===== src/hdl/rhc_pkg.sv =====
`timescale 1ns / 1ps
package rhc_pkg;

    localparam int unsigned CH_W   = 8;
    localparam int unsigned HUE_W  = 9;
    localparam int unsigned PCT_W  = 7;
    localparam int unsigned QUO_W  = 15;  // 100*255 needs 15 bits

    localparam logic [1:0] SEC_RED   = 2'd0;
    localparam logic [1:0] SEC_GREEN = 2'd1;
    localparam logic [1:0] SEC_BLUE  = 2'd2;
    localparam logic [1:0] SEC_GREY  = 2'd3;

    // One classified pixel as the front part hands it to the back part.
    typedef struct packed {
        logic [1:0]       sector;
        logic             neg;          // sector difference negative
        logic [QUO_W-1:0] hue_num;      // magnitude of hue numerator
        logic [QUO_W-1:0] sat_num;      // 100*delta
        logic [CH_W-1:0]  delta;
        logic [CH_W-1:0]  mx;
        logic [PCT_W-1:0] brightness;
    } rhc_item_t;

    // Result triple.
    typedef struct packed {
        logic [HUE_W-1:0] hue;
        logic [PCT_W-1:0] saturation;
        logic [PCT_W-1:0] brightness;
    } rhc_result_t;

endpackage


===== src/hdl/rhc_front.sv =====
`timescale 1ns / 1ps
// Finds max, min and the sector, forms numerators and the brightness.
module rhc_front (
    input  logic                  aclk,
    input  logic                  aresetn,
    input  logic                  in_valid,
    output logic                  in_ready,
    input  logic [7:0]            red,
    input  logic [7:0]            green,
    input  logic [7:0]            blue,
    output logic                  out_valid,
    input  logic                  out_ready,
    output rhc_pkg::rhc_item_t    out_item
);
    localparam int unsigned QW = rhc_pkg::QUO_W;

    logic                 valid_reg;
    rhc_pkg::rhc_item_t   item_reg;
    rhc_pkg::rhc_item_t   item_next;
    logic [7:0]           mx;
    logic [7:0]           mn;
    logic [7:0]           dlt;
    logic [8:0]           df;
    logic                 neg;
    logic [7:0]           mag;
    logic [14:0]          v100;

    assign in_ready = !valid_reg || out_ready;

    always_comb begin
        mx  = (red > green) ? red : green;
        mx  = (mx > blue) ? mx : blue;
        mn  = (red < green) ? red : green;
        mn  = (mn < blue) ? mn : blue;
        dlt = mx - mn;
        item_next.mx    = mx;
        item_next.delta = dlt;
        item_next.sat_num = QW'(dlt) * QW'(100);
        if (dlt == 8'd0) begin
            item_next.sector = rhc_pkg::SEC_GREY;
            df = 9'd0;
        end else if (mx == red) begin
            item_next.sector = rhc_pkg::SEC_RED;
            df = {1'b0, green} - {1'b0, blue};
        end else if (mx == green) begin
            item_next.sector = rhc_pkg::SEC_GREEN;
            df = {1'b0, blue} - {1'b0, red};
        end else begin
            item_next.sector = rhc_pkg::SEC_BLUE;
            df = {1'b0, red} - {1'b0, green};
        end
        neg = df[8];
        mag = neg ? 8'(-df) : df[7:0];
        item_next.neg = neg;
        item_next.hue_num = QW'(mag) * QW'(60);
        v100 = 15'(mx) * 15'd100;
        // Division by 255: x/255 = (x + (x>>8) + 1) >> 8 for x up to 100*255.
        item_next.brightness =
            7'((16'(v100) + 16'(v100 >> 8) + 16'd1) >> 8);
    end

    always_ff @(posedge aclk) begin
        if (!aresetn) begin
            valid_reg <= 1'b0;
        end else if (in_ready) begin
            valid_reg <= in_valid;
        end
    end

    always_ff @(posedge aclk) begin
        if (in_ready && in_valid) begin
            item_reg <= item_next;
        end
    end

    assign out_valid = valid_reg;
    assign out_item  = item_reg;
endmodule


===== src/hdl/rhc_queue.sv =====
`timescale 1ns / 1ps
// Two-entry queue between the front and back parts.
module rhc_queue (
    input  logic               aclk,
    input  logic               aresetn,
    input  logic               in_valid,
    output logic               in_ready,
    input  rhc_pkg::rhc_item_t in_item,
    output logic               out_valid,
    input  logic               out_ready,
    output rhc_pkg::rhc_item_t out_item
);
    rhc_pkg::rhc_item_t mem_reg [2];
    logic               wr_ptr_reg;
    logic               rd_ptr_reg;
    logic [1:0]         count_reg;
    logic               push;
    logic               pop;

    assign in_ready  = (count_reg != 2'd2);
    assign out_valid = (count_reg != 2'd0);
    assign push      = in_valid && in_ready;
    assign pop       = out_valid && out_ready;
    assign out_item  = mem_reg[rd_ptr_reg];

    always_ff @(posedge aclk) begin
        if (!aresetn) begin
            wr_ptr_reg <= 1'b0;
            rd_ptr_reg <= 1'b0;
            count_reg  <= 2'd0;
        end else begin
            if (push) wr_ptr_reg <= !wr_ptr_reg;
            if (pop)  rd_ptr_reg <= !rd_ptr_reg;
            count_reg <= count_reg + 2'(push) - 2'(pop);
        end
    end

    always_ff @(posedge aclk) begin
        if (push) begin
            mem_reg[wr_ptr_reg] <= in_item;
        end
    end
endmodule


===== src/hdl/rhc_back.sv =====
`timescale 1ns / 1ps
// Pipelined restoring dividers for hue and saturation, then the sector fix-up.
module rhc_back (
    input  logic                 aclk,
    input  logic                 aresetn,
    input  logic                 in_valid,
    output logic                 in_ready,
    input  rhc_pkg::rhc_item_t   in_item,
    output logic                 out_valid,
    input  logic                 out_ready,
    output rhc_pkg::rhc_result_t out_result
);
    localparam int unsigned NST = rhc_pkg::QUO_W;

    typedef struct packed {
        logic [1:0]                 sector;
        logic                       neg;
        logic [13:0]                hrem;   // remainder and quotient shifted together
        logic [rhc_pkg::QUO_W-1:0]  hquo;
        logic [13:0]                srem;
        logic [rhc_pkg::QUO_W-1:0]  squo;
        logic [7:0]                 delta;
        logic [7:0]                 mx;
        logic [6:0]                 brightness;
    } stage_t;

    stage_t     st_reg [NST+1];
    logic       vld_reg [NST+1];
    stage_t     st_next [NST+1];
    logic       adv;
    logic [9:0] h;
    logic [9:0] hq;

    // The whole pipe moves when the output end is free.
    assign adv      = !vld_reg[NST] || out_ready;
    assign in_ready = adv;

    always_comb begin
        st_next[0].sector     = in_item.sector;
        st_next[0].neg        = in_item.neg;
        st_next[0].hrem       = 14'd0;
        st_next[0].hquo       = in_item.hue_num;
        st_next[0].srem       = 14'd0;
        st_next[0].squo       = in_item.sat_num;
        st_next[0].delta      = in_item.delta;
        st_next[0].mx         = in_item.mx;
        st_next[0].brightness = in_item.brightness;
        for (int i = 1; i <= NST; i++) begin
            logic [14:0] hr;
            logic [14:0] sr;
            st_next[i] = st_reg[i-1];
            hr = {st_reg[i-1].hrem, st_reg[i-1].hquo[rhc_pkg::QUO_W-1]};
            sr = {st_reg[i-1].srem, st_reg[i-1].squo[rhc_pkg::QUO_W-1]};
            st_next[i].hquo = {st_reg[i-1].hquo[rhc_pkg::QUO_W-2:0], 1'b0};
            st_next[i].squo = {st_reg[i-1].squo[rhc_pkg::QUO_W-2:0], 1'b0};
            if (hr >= 15'(st_reg[i-1].delta) && st_reg[i-1].delta != 8'd0) begin
                hr = hr - 15'(st_reg[i-1].delta);
                st_next[i].hquo[0] = 1'b1;
            end
            if (sr >= 15'(st_reg[i-1].mx) && st_reg[i-1].mx != 8'd0) begin
                sr = sr - 15'(st_reg[i-1].mx);
                st_next[i].squo[0] = 1'b1;
            end
            st_next[i].hrem = hr[13:0];
            st_next[i].srem = sr[13:0];
        end
    end

    always_ff @(posedge aclk) begin
        if (!aresetn) begin
            for (int i = 0; i <= NST; i++) vld_reg[i] <= 1'b0;
        end else if (adv) begin
            vld_reg[0] <= in_valid;
            for (int i = 1; i <= NST; i++) vld_reg[i] <= vld_reg[i-1];
        end
    end

    always_ff @(posedge aclk) begin
        if (adv) begin
            st_reg[0] <= st_next[0];
            for (int i = 1; i <= NST; i++) st_reg[i] <= st_next[i];
        end
    end

    always_comb begin
        hq = st_reg[NST].hquo[9:0];
        case (st_reg[NST].sector)
            rhc_pkg::SEC_RED:   h = st_reg[NST].neg ? 10'd360 - hq : hq;
            rhc_pkg::SEC_GREEN: h = st_reg[NST].neg ? 10'd120 - hq : 10'd120 + hq;
            rhc_pkg::SEC_BLUE:  h = st_reg[NST].neg ? 10'd240 - hq : 10'd240 + hq;
            default:            h = 10'd0;
        endcase
        // Green and blue use floor; a negative inexact part rounds one lower.
        if (st_reg[NST].neg && st_reg[NST].hrem != 14'd0 &&
            st_reg[NST].sector != rhc_pkg::SEC_RED) begin
            h = h - 10'd1;
        end
        if (h >= 10'd360) h = h - 10'd360;
        out_result.hue        = h[8:0];
        out_result.saturation = st_reg[NST].squo[6:0];
        out_result.brightness = st_reg[NST].brightness;
    end

    assign out_valid = vld_reg[NST];
endmodule


===== src/hdl/rgb_to_hsv_converter.sv =====
`timescale 1ns / 1ps
// Channel  Direction  tdata fields (low bit first)
// s_axis   in         red[7:0], green[15:8], blue[23:16]
// m_axis   out        hue[8:0], saturation[15:9], brightness[22:16], zero pad to 24
//
// One pixel is accepted every cycle while no m_axis stall has backed up the pipe.
// A pixel passes through the front register, the queue slot, the divider input stage
// and the 15 stages of the hue and saturation restoring dividers.
// aresetn is synchronous and empties every stage.
// A stall on m_axis holds the divider pipe; the two-entry queue keeps the front
// accepting until it fills.
module rgb_to_hsv_converter (
    input  logic        aclk,
    input  logic        aresetn,
    input  logic        s_axis_tvalid,
    output logic        s_axis_tready,
    input  logic [23:0] s_axis_tdata,   // red, green, blue
    output logic        m_axis_tvalid,
    input  logic        m_axis_tready,
    output logic [23:0] m_axis_tdata    // hue, saturation, brightness
);
    rhc_pkg::rhc_item_t   f_item;
    rhc_pkg::rhc_item_t   q_item;
    rhc_pkg::rhc_result_t res;
    logic                 f_valid;
    logic                 f_ready;
    logic                 q_valid;
    logic                 q_ready;

    rhc_front u_front (
        .aclk(aclk), .aresetn(aresetn),
        .in_valid(s_axis_tvalid), .in_ready(s_axis_tready),
        .red(s_axis_tdata[7:0]), .green(s_axis_tdata[15:8]),
        .blue(s_axis_tdata[23:16]),
        .out_valid(f_valid), .out_ready(f_ready), .out_item(f_item)
    );

    rhc_queue u_queue (
        .aclk(aclk), .aresetn(aresetn),
        .in_valid(f_valid), .in_ready(f_ready), .in_item(f_item),
        .out_valid(q_valid), .out_ready(q_ready), .out_item(q_item)
    );

    rhc_back u_back (
        .aclk(aclk), .aresetn(aresetn),
        .in_valid(q_valid), .in_ready(q_ready), .in_item(q_item),
        .out_valid(m_axis_tvalid), .out_ready(m_axis_tready), .out_result(res)
    );

    assign m_axis_tdata = {1'b0, res.brightness, res.saturation, res.hue};
endmodule


===== config.mk =====
export PLATFORM = sky130hd
export DESIGN_NAME = rgb_to_hsv_converter
export DESIGN_NICKNAME = d
export VERILOG_FILES = /design/src/hdl/rhc_pkg.sv /design/src/hdl/rhc_front.sv /design/src/hdl/rhc_queue.sv /design/src/hdl/rhc_back.sv /design/src/hdl/rgb_to_hsv_converter.sv
export SDC_FILE = /design/constraint.sdc
export NUM_CORES = 2
export LEC_CHECK = 0
export ABC_AREA = 1
export BUFFER_PORTS_ARGS = -buffer_cell sky130_fd_sc_hd__buf_4
export CAP_MARGIN = 15
export CORE_ASPECT_RATIO = 1.1
export CORE_MARGIN = 8
export CORE_UTILIZATION = 40
export DETAILED_ROUTE_END_ITERATION = 10
export GPL_TIMING_DRIVEN = 0
export PLACE_DENSITY = 0.59
export SYNTH_ARGS = -nofsm -noshare
export SYNTH_HDL_FRONTEND = slang
export SYNTH_HIERARCHICAL = 1
export SYNTH_SLANG_ARGS = --single-unit

===== constraint.sdc =====
create_clock -name aclk -period 60 [get_ports aclk]
set_input_delay 9 -clock aclk [delete_from_list [all_inputs] [get_ports aclk]]
set_output_delay 9 -clock aclk [all_outputs]
set_load 0.02 [all_outputs]

Word level (Yosys, flattened, before mapping)
Memories as Yosys holds them, arrays and structs flattened. A register that Yosys moved wholly into a read port is not among the register bits.
Cells that the tools add are included.
- register bits: 56
- memory bits (writable): 1462
- bits of input ports: 28
- output and inout port bits: 26
- word-level logic and storage cells: 296
- memories: 3
- memory list (name ; words ; width ; read ports ; clocked after Yosys merged registers in ; write ports ; RTL line ; source):
    u_back.st_reg ; 16 ; 84 ; 16 ; 0 ; 16 ; rhc_back.sv:27 ; stage_t st_reg [NST+1];
    u_queue.mem_reg ; 2 ; 51 ; 1 ; 1 ; 1 ; rhc_queue.sv:13 ; rhc_pkg::rhc_item_t mem_reg [2];
    u_back.vld_reg ; 16 ; 1 ; 16 ; 0 ; 16 ; rhc_back.sv:28 ; logic vld_reg [NST+1];
- add/sub/neg operators: 46
- $mul: 3
- order comparisons: 35
- equal/unequal tests: 5
- multiplexer cells: 101
- bitwise operators: 16
- reduce and logical (&&, ||, !) cells: 76
- operators by type and width (cell ; count):
    >= comparator 15 x 8 -> 1 bit ; 30
    two-way mux 14 bit ; 30
    subtractor 14 x 8 -> 14 bit ; 30
    nonzero test 8 bit ; 30
    two-way mux 1 bit ; 55
    two-way mux 10 bit ; 4
    two-way mux 8 bit ; 5
    two-way mux 9 bit ; 4
    logical AND 1 bit ; 35
    case mux 10 bit (3 select lines) ; 1
    subtractor 8 x 8 -> 9 bit ; 3
    multiplier 8 x 5 -> 13 bit (second input constant) ; 2
    equality test 8 bit ; 2
    greater-than comparator 8 bit ; 2
    less-than comparator 8 bit ; 2
    OR 1 bit ; 16
    adder 15 x 1 -> 15 bit (second input constant) ; 1
    adder 15 x 7 -> 15 bit ; 1
    nonzero test 14 bit ; 1
    multiplier 8 x 4 -> 12 bit (second input constant) ; 1
    adder 7 x 10 -> 10 bit (first input constant) ; 1
    adder 8 x 10 -> 10 bit (first input constant) ; 1
    >= comparator 10 x 9 -> 1 bit (second input constant) ; 1
    subtractor 10 x 1 -> 10 bit (second input constant) ; 1
    17 further kinds ; 23

Depth between registers and ports, before layout
- depth in word-level cells: 11
- gate-level depth with buffers: 62

Modules after synthesis
The synthesis kept the hierarchy.
- modules (own cells, without submodules) (module ; instances ; cells each ; area an instance (µm²) ; seq. area each (µm²)):
    rhc_back ; 1 ; 4743 ; 54318.3 ; 34232.8
    rhc_front ; 1 ; 938 ; 7180.6 ; 1461.4
    rhc_queue ; 1 ; 210 ; 4438.0 ; 3463.3
    rgb_to_hsv_converter ; 1 ; 2 ; 11.3 ; 0.0

Least setup slack after synthesis
Ideal clock, no wire load.
- path kind: input -> register
- start point: in m_axis_tready
- end point: mem u_back.vld_reg[1]
- data arrival time: 38.458 ns
- data required time: 59.801 ns
- setup slack: 21.344 ns
- stages: 4
- cell sequence: inv_1 -> nand2_1 -> nand2_1 -> o22ai_1
- RTL lines (item ; RTL line ; source):
    start, declared ; rgb_to_hsv_converter.sv:19 ; input logic m_axis_tready,
    end, declared ; rhc_back.sv:28 ;

==> out/metrics.cfg <==
[cells_and_area]
nets = 6557
n_antenna_cell = 0
post_route_cells_drive_above_1_share_pct = 9.44
largest_reg_flops = 1127
layout.cells.non_filler = 8443
areaGrowthSynthToFinish_pct = 12.6

[power]
peakVddDrop_v = 0.0000469
p_leak_uw = 0.0314
intPower_uw = 2670
clkPwrFrac_pct = 19.8
switching_share_pct = 36.6
seqPwrFrac_pct = 40.0
p_switching_uw = 1540
pwr-share-comb_pct = 40.3
powerDensity_nw_per_um2 = 56.7

[placement]
numPortBuffers = 52
gp_congestion = 0.913
dp_cells = 8184
dp_hpwl_um = 88400

[route]
wl_per_cell_um = 14.2
route.detailed.drc = 0
dr.pass1.iters = 5
detail_route.vias_per_cell = 4.85
antenna_left = 0
drt-initial-drc-count = 1962
vias = 40920
finalWirelength_um = 120000

[hold_path]
hp-class = reg -> reg
holdCritStartpoint = u_back/st_reg[0][363]
worstHoldPathCells = 0
hold_end = u_back/st_reg[0][448]

[floorplanning]
die_x_um = 403
coreArea_um2 = 164000
rows = 156
die_y_um = 442
dieArea_um2 = 178000
io_pins = 54
initial_core_util_pct = 40.2

[grt]
grt_pass1_vias = 41510
grt_max_degree = 75
grt.overflow.total = 0
track_usage_pct = 13.2
grtUsageMet2_pct = 24.8
antenna_found_initial = 0
grt_pass1_wl_um = 198000
grt_busiest_layer = met2
grt_use_met1_pct = 14.3
use_met3_pct = 2.40

[setup_path]
max_stage_delay_ns = 0.52
crit_top_cell = nand2_1
timing.rr.end = u_back/st_reg[1][418]
startpoint_type = input port
cp-end-kind = register
worst-path-max-fanout = 10
reg2reg_slack_ns = 56.49
cp.arrival_ns = 18.00
timing.rr.start = u_back/vld_reg[15]
critPathKind = in -> reg
reg2reg_depth = 7
slowest_stage = fa_1
critical_path_required_ns = 60.51

[clocking]
cts_resized = 0
cts_sinks = 1309
cts_max_path_buffers = 3
cts_tree = yes
cts_setup_buffers = 0
clock_latency_ns = 0.77
clk_pin_slew_ns = 0.06
cts_buffers = 144
cts-root-buf = clkbuf_16
cts_hold_buffers = 0
cts_htree_levels = 4

[synth]
synth.distinct_cells = 65
synth_edf_count = 1294
synth_cells = 5893
yosysWarnings = 6
avgSynthCellArea_um2 = 11.2
syn_area_um2 = 65900
synthMuxAreaShare_pct = 1.20
synth_seq_cells = 1309
ys.flop_type = edfxtp_1
synth_compound_area_share_pct = 7.01
synthArstFlopShare_pct = 0
ys_seq_area_share_pct = 59.4
synthXorXnorAreaFrac_pct = 4.70
synth-simple-area-share_pct = 13.2
synth_top_family_by_area = simple AND/OR/NAND/NOR gates
yosys.area_share.adder_pct = 8.31

[flow_run]
max-cap-violations = 0

[sta]
finalSetupTns_ns = 0
whs_ns = 0.402
finalCritPeriodShare_pct = 29.2
min_period_ns = 17.49
hold_viol_final = 0
worst_pin_slew_ns = 0.918
final_max_slew_viol_count = 0
setup_viol = 0
max_slew_margin_pct = 38.2
rsz0062_at_grt = no
max_freq_ghz = 0.0572
clock_skew_ns = 0.0216

[outcome]
status = finished, final reports clean

==> power by group through the flow <==
stage | registers [uW] | clock network [uW] | logic, uW
6_report | 1680 | 833 | 1700
5_1_grt | 1720 | 900 | 1950
4_1_cts | 1690 | 867 | 1710
3_5_place_dp | 1710 | 0 | 1700
3_3_place_gp | 1700 | 0 | 1650
2_1_floorplan | 1640 | 0 | 1350
==> critical path: cells and delay by family <==
family	cells	cell delay (ns)
simple gates	14	1.64
buf+inv	13	1.96
fa+ha+maj	8	2.86
compound gates	11	2.10
xor+xnor	2	0.41
==> cells by family (layout without fill, tap and decap cells) <==
group                    count (synthesis)  in the layout
adder cells (fa/ha/maj)                411            411
AO/OA/AOI/OAI                          804            804
XOR/XNOR                               354            354
buffers and inverters                 1004           1338
flip-flops                            1309           1309
AND/OR/NAND/NOR                       1952           1952
other                                    2              6
multiplexers                            57             57
==> cell type report <==
cell class                      count  area (um^2)
Fill cell                       15001        89900
Buffer                            101          671
Tap cell                         2212         2770
Timing Repair Buffer               75          978
Multi-Input combinational cell   3584        22800
Clock inverter                     76          703
Inverter                          903         3390
Sequential cell                  1309        39200
Clock buffer                      183         3790
==> synth_stat cells, drive strengths merged (14+ instances only) <==
cell type | count | area, um^2
buf | 89 | 626
nor3 | 81 | 410
nand2 | 1033 | 4080
o21ai | 365 | 1840
xor2 | 267 | 2340
ha | 366 | 4580
dfxtp | 15 | 300
a21oi | 280 | 1500
o2111ai | 18 | 158
o211ai | 35 | 278
nand4 | 87 | 544
nand3 | 281 | 1550
o221ai | 14 | 123
xnor2 | 87 | 762
mux2 | 56 | 781
edfxtp | 1294 | 38900
nor4 | 68 | 425
fa | 45 | 901
inv | 901 | 3390
nor2 | 377 | 1540
==> how the worst max path moves through the flow <==
stage,startpoint,end,slack (ns)
after floorplan,m_axis_tready,u_back/vld_reg[1],21.34
after global placement,m_axis_tready,u_back/vld_reg[4],9.31
after detailed placement,s_axis_tdata[12],u_front/out_item[51],41.72
after CTS,s_axis_tdata[12],u_front/out_item[51],42.53
after global routing,s_axis_tdata[13],u_front/out_item[51],41.78
final,s_axis_tdata[12],u_front/out_item[51],42.51
==> through the flow <==
step           area, um^2  util (%)  power [uW]  worst slack, ns
2_1_floorplan       66000         -        2980            21.34
3_3_place_gp        69100      42.1        3350             9.31
3_5_place_dp        69700      42.5        3400            41.72
4_1_cts             74200      45.2        4260            42.53
5_1_grt             74200      45.2        4570            41.78
6_report            74200      45.2        4210            42.51
==> routing by layer <==
layer,up-vias,part of all wire [%]
met3,319,3.3
met5,-,0
met2,635,52
met1,19162,40
met4,0,4.3
li1,20804,-
==> cells in the final DEF, fill, tap and decap left out, types with 18 or more instances in the layout <==
| master | synthesis | final |
|---|---|---|
| clkinv_1 | 2 | 30 |
| nand4_1 | 87 | 87 |
| edfxtp_1 | 1294 | 1294 |
| nand3_1 | 255 | 255 |
| xnor2_1 | 87 | 87 |
| xor2_1 | 267 | 267 |
| nand2_1 | 975 | 974 |
| inv_2 | 18 | 18 |
| fa_1 | 45 | 45 |
| o21ai_1 | 98 | 98 |
| nand3_2 | 24 | 24 |
| o211ai_1 | 32 | 32 |
| clkbuf_16 | 0 | 145 |
| o21ai_0 | 263 | 263 |
| buf_2 | 41 | 41 |
| buf_4 | 30 | 82 |
| nor3_1 | 80 | 80 |
| ha_1 | 366 | 366 |
| nand2_2 | 46 | 46 |
| nor4_1 | 68 | 68 |
| a21oi_1 | 257 | 256 |
| clkbuf_1 | 12 | 48 |
| a21oi_2 | 22 | 22 |
| mux2_4 | 40 | 40 |
| inv_1 | 881 | 881 |
| clkinv_2 | 0 | 19 |
| nor2_1 | 355 | 353 |
| o2111ai_1 | 18 | 18 |
Note: power is estimated with default switching activity, not from simulation.
